==> config.mk <==
export PLATFORM = sky130hd
export DESIGN_NAME = crc16_byte_stuffing_framer
export DESIGN_NICKNAME = d
export VERILOG_FILES = /design/src/hdl/cfr_pkg.sv /design/src/hdl/cfr_encoder.sv /design/src/hdl/cfr_output.sv /design/src/hdl/crc16_byte_stuffing_framer.sv
export SDC_FILE = /design/constraint.sdc
export NUM_CORES = 1
export LEC_CHECK = 0
export BUFFER_PORTS_ARGS = -buffer_cell sky130_fd_sc_hd__buf_2
export CAP_MARGIN = 20
export CORE_MARGIN = 4
export CORE_UTILIZATION = 29
export CTS_BUF_LIST = sky130_fd_sc_hd__clkbuf_4
export DETAILED_ROUTE_END_ITERATION = 10
export SYNTH_ARGS = -nofsm -noshare
export SYNTH_HDL_FRONTEND = slang
export SYNTH_SLANG_ARGS = --single-unit
==> constraint.sdc <==
create_clock -name clk -period 5.4 [get_ports clk]
set_input_delay 1.08 -clock clk [delete_from_list [all_inputs] [get_ports clk]]
set_output_delay 1.08 -clock clk [all_outputs]
set_load 0.005 [all_outputs]
==> src/hdl/cfr_pkg.sv <==
// shared constants, types and crc fold function for the byte-stuffing framer
`timescale 1ns / 1ps

package cfr_pkg;

  // command codes carried on the input tuser
  localparam logic CMD_PAYLOAD = 1'b0;
  localparam logic CMD_CLOSE   = 1'b1;

  // configuration register indexes
  localparam logic REG_POLY = 1'b0;
  localparam logic REG_INIT = 1'b1;

  // configuration reset values
  localparam logic [15:0] CRC_POLY_RESET = 16'h8005;
  localparam logic [15:0] CRC_INIT_RESET = 16'hFFFF;

  // stuffing bytes
  localparam logic [7:0] FLAG_BYTE = 8'h7E;
  localparam logic [7:0] ESC_BYTE  = 8'h7D;
  localparam logic [7:0] ESC_FLAG  = 8'h5E;
  localparam logic [7:0] ESC_ESC   = 8'h5D;

  // frame length saturation point
  localparam logic [15:0] LEN_MAX = 16'hFFFF;

  // field widths
  localparam int BYTE_W = 8;
  localparam int CRC_W  = 16;
  localparam int LEN_W  = 16;

  // next encoded byte offered by the encoder to the output stage
  typedef struct packed {
    logic             valid;
    logic [BYTE_W-1:0] data;
    logic             last;
  } head_t;

  // msb-first crc fold of one byte, eight steps
  function automatic logic [CRC_W-1:0] crc_fold(input logic [CRC_W-1:0] crc_in,
                                                input logic [CRC_W-1:0] poly,
                                                input logic [BYTE_W-1:0] data);
    logic [CRC_W-1:0] crc;
    crc = crc_in;
    for (int k = 0; k < BYTE_W; k++) begin
      if (crc[CRC_W-1] ^ data[BYTE_W-1-k]) begin
        crc = {crc[CRC_W-2:0], 1'b0} ^ poly;
      end else begin
        crc = {crc[CRC_W-2:0], 1'b0};
      end
    end
    return crc;
  endfunction

endpackage

==> src/hdl/cfr_encoder.sv <==
// input stage: crc update and stuffing of one item into a short byte queue
`timescale 1ns / 1ps

module cfr_encoder
  import cfr_pkg::*;
(
  input  logic              clk,
  input  logic              rst,
  input  logic              s_tvalid,
  output logic              s_tready,
  input  logic [7:0]        s_tdata,   // payload_byte
  input  logic              s_tuser,   // cmd
  input  logic [CRC_W-1:0]  crc_polynomial,
  input  logic [CRC_W-1:0]  crc_initial,
  output head_t             head,
  input  logic              pop
);

  logic [CRC_W-1:0]         crc_reg;
  logic [3:0][BYTE_W-1:0]   pend_bytes;
  logic [2:0]               pend_cnt;
  logic                     pend_close;

  logic                     accept;
  logic [3:0][BYTE_W-1:0]   new_bytes;
  logic [2:0]               new_cnt;
  logic [CRC_W-1:0]         crc_next;
  logic [BYTE_W-1:0]        lo_byte;
  logic [BYTE_W-1:0]        hi_byte;
  logic [1:0][BYTE_W-1:0]   st_a;
  logic [1:0][BYTE_W-1:0]   st_b;
  logic                     dbl_a;
  logic                     dbl_b;

  // room for a new item when the queue is empty or drains its last byte now
  assign s_tready = (pend_cnt == 3'd0) || ((pend_cnt == 3'd1) && pop);
  assign accept   = s_tvalid && s_tready;

  // stuffing of the first and second raw byte of the item
  assign lo_byte = (s_tuser == CMD_CLOSE) ? crc_reg[7:0] : s_tdata;
  assign hi_byte = crc_reg[15:8];

  always_comb begin
    dbl_a = 1'b1;
    st_a  = {ESC_FLAG, ESC_BYTE};
    if (lo_byte == FLAG_BYTE) begin
      st_a = {ESC_FLAG, ESC_BYTE};
    end else if (lo_byte == ESC_BYTE) begin
      st_a = {ESC_ESC, ESC_BYTE};
    end else begin
      dbl_a = 1'b0;
      st_a  = {8'h00, lo_byte};
    end
  end

  always_comb begin
    dbl_b = 1'b1;
    st_b  = {ESC_FLAG, ESC_BYTE};
    if (hi_byte == FLAG_BYTE) begin
      st_b = {ESC_FLAG, ESC_BYTE};
    end else if (hi_byte == ESC_BYTE) begin
      st_b = {ESC_ESC, ESC_BYTE};
    end else begin
      dbl_b = 1'b0;
      st_b  = {8'h00, hi_byte};
    end
  end

  // byte list and crc for the incoming item
  always_comb begin
    if (s_tuser == CMD_CLOSE) begin
      crc_next = crc_initial;
      if (dbl_a) begin
        new_bytes = {st_b[1], st_b[0], st_a[1], st_a[0]};
      end else begin
        new_bytes = {8'h00, st_b[1], st_b[0], st_a[0]};
      end
      new_cnt = 3'd2 + {2'b00, dbl_a} + {2'b00, dbl_b};
    end else begin
      crc_next  = crc_fold(crc_reg, crc_polynomial, s_tdata);
      new_bytes = {16'h0000, st_a[1], st_a[0]};
      new_cnt   = 3'd1 + {2'b00, dbl_a};
    end
  end

  // crc register
  always_ff @(posedge clk) begin
    if (rst) begin
      crc_reg <= CRC_INIT_RESET;
    end else if (accept) begin
      crc_reg <= crc_next;
    end
  end

  // byte queue: load on accept, shift down on pop
  always_ff @(posedge clk) begin
    if (rst) begin
      pend_cnt <= 3'd0;
    end else if (accept) begin
      pend_cnt <= new_cnt;
    end else if (pop) begin
      pend_cnt <= pend_cnt - 3'd1;
    end
  end

  always_ff @(posedge clk) begin
    if (accept) begin
      pend_bytes <= new_bytes;
      pend_close <= (s_tuser == CMD_CLOSE);
    end else if (pop) begin
      pend_bytes <= {8'h00, pend_bytes[3], pend_bytes[2], pend_bytes[1]};
    end
  end

  // queue head toward the output stage
  assign head.valid = (pend_cnt != 3'd0);
  assign head.data  = pend_bytes[0];
  assign head.last  = pend_close && (pend_cnt == 3'd1);

endmodule

==> src/hdl/cfr_output.sv <==
// output stage: result register and stuffed frame length counter
`timescale 1ns / 1ps

module cfr_output
  import cfr_pkg::*;
(
  input  logic        clk,
  input  logic        rst,
  input  head_t       head,
  output logic        pop,
  output logic        m_tvalid,
  input  logic        m_tready,
  output logic [23:0] m_tdata,   // out_byte, frame_length
  output logic        m_tlast    // frame_end
);

  logic                  out_valid;
  logic [BYTE_W-1:0]     out_byte;
  logic                  out_end;
  logic [LEN_W-1:0]      out_len;
  logic [LEN_W-1:0]      byte_count;
  logic [LEN_W-1:0]      len_inc;

  // take the head whenever the result register is free or being drained
  assign pop     = head.valid && (!out_valid || m_tready);
  assign len_inc = (byte_count == LEN_MAX) ? byte_count : byte_count + 16'd1;

  // result valid and frame counter
  always_ff @(posedge clk) begin
    if (rst) begin
      out_valid  <= 1'b0;
      byte_count <= '0;
    end else if (pop) begin
      out_valid  <= 1'b1;
      byte_count <= head.last ? '0 : len_inc;
    end else if (m_tready) begin
      out_valid  <= 1'b0;
    end
  end

  // result payload
  always_ff @(posedge clk) begin
    if (pop) begin
      out_byte <= head.data;
      out_end  <= head.last;
      out_len  <= len_inc;
    end
  end

  assign m_tvalid = out_valid;
  assign m_tdata  = {out_len, out_byte};
  assign m_tlast  = out_end;

endmodule

==> src/hdl/crc16_byte_stuffing_framer.sv <==
// top level of the crc-16 byte-stuffing framer with its configuration registers
//
//  channel | direction | fields
//  s_*     | in        | tdata[7:0] payload_byte, tuser cmd (0 payload, 1 close)
//  m_*     | out       | tdata[7:0] out_byte, tdata[23:8] frame_length, tlast frame_end
//  cfg_*   | in        | cfg_index 0 crc_polynomial, 1 crc_initial; cfg_data 16 bits
//
//  one result byte leaves per cycle while bytes are queued and m_tready is high;
//  an item is taken in the cycle its last queued byte moves to the result register,
//  so a plain byte queues one byte, a stuffed byte two and a close two to four
//  the crc of a byte is folded in the cycle it is accepted
//  reset is synchronous: queue and result register empty, crc = 0xffff
//  a stall on m_tready holds the result and the queue; input waits behind them
`timescale 1ns / 1ps

module crc16_byte_stuffing_framer
  import cfr_pkg::*;
(
  input  logic        clk,
  input  logic        rst,
  input  logic        s_tvalid,
  output logic        s_tready,
  input  logic [7:0]  s_tdata,   // payload_byte
  input  logic        s_tuser,   // cmd
  output logic        m_tvalid,
  input  logic        m_tready,
  output logic [23:0] m_tdata,   // out_byte, frame_length
  output logic        m_tlast,   // frame_end
  input  logic        cfg_we,
  input  logic        cfg_index,
  input  logic [15:0] cfg_data
);

  logic [CRC_W-1:0] crc_polynomial;
  logic [CRC_W-1:0] crc_initial;
  head_t            head;
  logic             pop;

  // configuration registers
  always_ff @(posedge clk) begin
    if (rst) begin
      crc_polynomial <= CRC_POLY_RESET;
      crc_initial    <= CRC_INIT_RESET;
    end else if (cfg_we) begin
      unique case (cfg_index)
        REG_POLY: crc_polynomial <= cfg_data;
        REG_INIT: crc_initial    <= cfg_data;
        default:  ;
      endcase
    end
  end

  // crc and stuffing
  cfr_encoder u_encoder (
    .clk            (clk),
    .rst            (rst),
    .s_tvalid       (s_tvalid),
    .s_tready       (s_tready),
    .s_tdata        (s_tdata),
    .s_tuser        (s_tuser),
    .crc_polynomial (crc_polynomial),
    .crc_initial    (crc_initial),
    .head           (head),
    .pop            (pop)
  );

  // result register and length count
  cfr_output u_output (
    .clk      (clk),
    .rst      (rst),
    .head     (head),
    .pop      (pop),
    .m_tvalid (m_tvalid),
    .m_tready (m_tready),
    .m_tdata  (m_tdata),
    .m_tlast  (m_tlast)
  );

endmodule
==> results.ini <==
[cts]
clk_latency_ps=570
hold_buffers=0
ctsLongestPathBuffers=2
htree_levels=4
cts_tree=yes
clock_sinks=121
cts_setup_buffers=0
post_cts_resized=0
clockRootBuffer=clkbuf_4
clk_pin_slew_ps=130
cts-buffers-inserted=17

[die]
row_count=60
die_h_um=173.1
core_mm2=0.02688
die_x_um=173.1
dieArea_mm2=0.02996
start_util_pct=29.41
ioPinCount=58

[route]
wl_per_cell_um=16.61
drc=0
wl_um=21660
num_vias=6899
via_per_inst=5.291
drt_first_pass_iters=5
drtIter0Drc=699
drtAntennaViolNets=0

[power_and_ir_drop]
p_leak_nw=3.304
p_per_area_mw_per_mm2=588.7
ir_drop_v=0.0002241

[timing]
finalCriticalPeriod_ps=4316
slew_violations=0
max_freq_mhz=231.7
period_share_pct=79.93
hold_violations=0
finalSetupViolations=0
tightestPinTransition_ps=760.9
fin_setup_tns_ps=0
max_slew_margin_pct=49.27
rsz0062_at_grt=no
fin_skew_ps=20.91

[yosys]
syn_area_per_cell_um2=8.621
syn_area_mm2=0.007905
syn-num-nets=953
synth_edf_count=53
synthCells=917
ys_types=78
ys_seq_area_share_pct=37.35
synth_flop_cell=dfxtp_1
async_reset_ff_share_pct=0
ys_seq_elements=121
ys_warn_count=0

[global_routing]
antenna_found_initial=2
groute.usage.overall_pct=14.22
grt_first_pass_wirelength_um=34860
grt_pass1_vias=6338
grt_max_degree=57
overflow=0

[setup_path]
cp.required_ps=5860
reg2regPathDepth=14
rr_endpoint=u_encoder.crc_reg[0]$_SDFFE_PP1P_
critPathMaxFanout=16
worst_setup_path_start_kind=primary input
cp.arrival_ps=4780
reg2reg_from=u_encoder.crc_reg[15]$_SDFFE_PP1P_
rrSetupSlack_ps=1240
cp-end-kind=flip-flop
crit_type=in2reg

[min_path]
hold_class=reg2reg
hold_path_depth=0
hp-start=u_encoder.head[1]$_DFFE_PP_
hold_end=u_output.out_byte[0]$_DFFE_PP_

[layout]
synthToLayoutAreaGrowth_pct=11.51
top_register=u_encoder.pend_bytes
layout-drive-gt1-share_pct=14.98
largest_reg_flops=19
finalNetCount=984
finalInstanceArea_mm2=0.008815

[place]
gp_congestion=0.8494
dp_hpwl_um=15310
post_dp_cell_area_mm2=0.008508
io_buffers=57

[run_status]
outcome=complete, no violations

[flow_run]
cap_violations=0

[logic make-up (layout without fill, tap and decap cells)]
family | after synthesis | in the layout | share of synthesized area (%)
adder cells (fa/ha/maj) | 5 | 5 | 0.7914
buffers and inverters | 88 | 132 | 4.843
XOR/XNOR | 129 | 129 | 15.92
AO/OA/AOI/OAI | 204 | 204 | 17.24
other | 0 | 2 | 0
flip-flops | 121 | 121 | 37.35
multiplexers | 20 | 20 | 2.532
AND/OR/NAND/NOR | 350 | 350 | 21.32
[cells in the final DEF (no fill, tap or decap), types with 4 or more instances in the layout]
master,count
o21ai_1,4
dfxtp_1,68
xnor2_2,5
and4b_1,9
nand2b_1,5
a21oi_1,53
buf_4,27
inv_1,14
nor2_1,54
a211o_1,20
xor2_1,22
or3_1,8
and3_1,22
o211ai_1,5
nor3_1,20
a211oi_1,7
ha_1,5
xnor2_1,95
a22oi_1,9
nand3_1,32
nand2_1,158
nand4_1,6
mux2i_1,20
a31oi_1,24
clkbuf_4,17
xnor3_1,5
o21ai_0,42
edfxtp_1,53
o21a_1,4
buf_2,57
and2_1,6
o22ai_1,4
[layout make-up]
type | instances | area (um2)
Tap cell | 341 | 426.7
Clock inverter | 15 | 173.9
Timing Repair Buffer | 85 | 503.0
Multi-Input combinational cell | 708 | 4569
Fill cell | 2840 | 18060
Inverter | 15 | 56.30
Clock buffer | 17 | 127.6
Antenna cell | 2 | 5.005
Sequential cell | 121 | 2953
[stage by stage]
| step | setup slack, ps | util [%] | total power [mW] | hold slack [ps] | std cells |
|---|---|---|---|---|---|
| CTS | 1163 | 32.78 | 5.184 | 431.6 | 1302 |
| global placement | 689.3 | 31.60 | 4.416 | 404.8 | 1269 |
| finish | 1084 | 32.80 | 5.189 | 425.5 | 1304 |
| detailed placement | 539.3 | 31.66 | 4.462 | 405.2 | 1270 |
| global route | 892.5 | 32.80 | 5.518 | 444.1 | 1304 |
| floorplan | 1113 | - | 3.738 | 400.3 | 917 |
[cell usage after synthesis, drive strengths merged (3+ instances only)]
library cell	number	share of area, %
a211o	20	2.2
a211oi	10	1.2
a21oi	54	3.5
a22oi	9	0.85
a31oi	24	1.9
and2	9	0.71
and3	23	1.9
and4	3	0.33
and4b	9	1.1
buf	20	1.6
clkbuf	53	2.5
dfxtp	68	17
edfxtp	53	20
ha	5	0.79
inv	14	0.66
mux2i	20	2.5
nand2	158	7.5
nand2b	5	0.40
nand3	33	2.2
nand4	6	0.47
nor2	55	2.6
nor3	21	1.4
nor3b	3	0.28
nor4	4	0.47
nor4b	3	0.33
o211ai	6	0.63
o21a	4	0.38
o21ai	46	2.9
o22ai	4	0.32
o31ai	5	0.60
or2	3	0.24
or3	8	0.63
xnor2	100	12
xnor3	6	1.7
xor2	23	2.6
[layer usage]
metal  wire length (um)  track usage (%)  vias to the layer above
met5                  0                0                        -
met1              10210            19.80                     3298
li1                   -                -                     3311
met4                437            4.157                        0
met3               1255            3.017                       37
met2               9749            22.28                      253
[report_power, final]
part / switching (mW) / internal [mW] / total [mW]
Sequential: 0.176 / 1.33 / 1.51
Clock: 0.395 / 0.320 / 0.715
Combinational: 1.69 / 1.27 / 2.97
[worst max-delay path, cell delays in order]
cell and delay, ps:
buf_2 180, xor2_2 420, buf_4 230, nand2_1 90, xnor2_1 340, o2111ai_1 170
o21ai_0 210, xnor3_1 480, xnor2_1 170, a22o_1 190, or3b_1 500, buf_4 260
nand3_1 90, o21ai_1 60, a211o_1 300
[worst max-delay path by stage]
| stage | startpoint | to | slack [ps] | cells past startpoint |
|---|---|---|---|---|
| 6_report | s_tdata[7] | u_encoder.crc_reg[0]$_SDFFE_PP1P_ | 1080 | 15 |
| 3_3_place_gp | s_tdata[7] | u_encoder.crc_reg[0]$_SDFFE_PP1P_ | 690 | 15 |
| 4_1_cts | s_tdata[7] | u_encoder.crc_reg[0]$_SDFFE_PP1P_ | 1160 | 14 |
| 3_5_place_dp | s_tdata[7] | u_encoder.crc_reg[0]$_SDFFE_PP1P_ | 540 | 14 |
| 2_1_floorplan | s_tdata[7] | u_encoder.crc_reg[4]$_SDFFE_PP1P_ | 1110 | 13 |
| 5_1_grt | s_tdata[7] | u_encoder.crc_reg[0]$_SDFFE_PP1P_ | 890 | 15 |
Note: power is estimated with default switching activity, not from simulation.
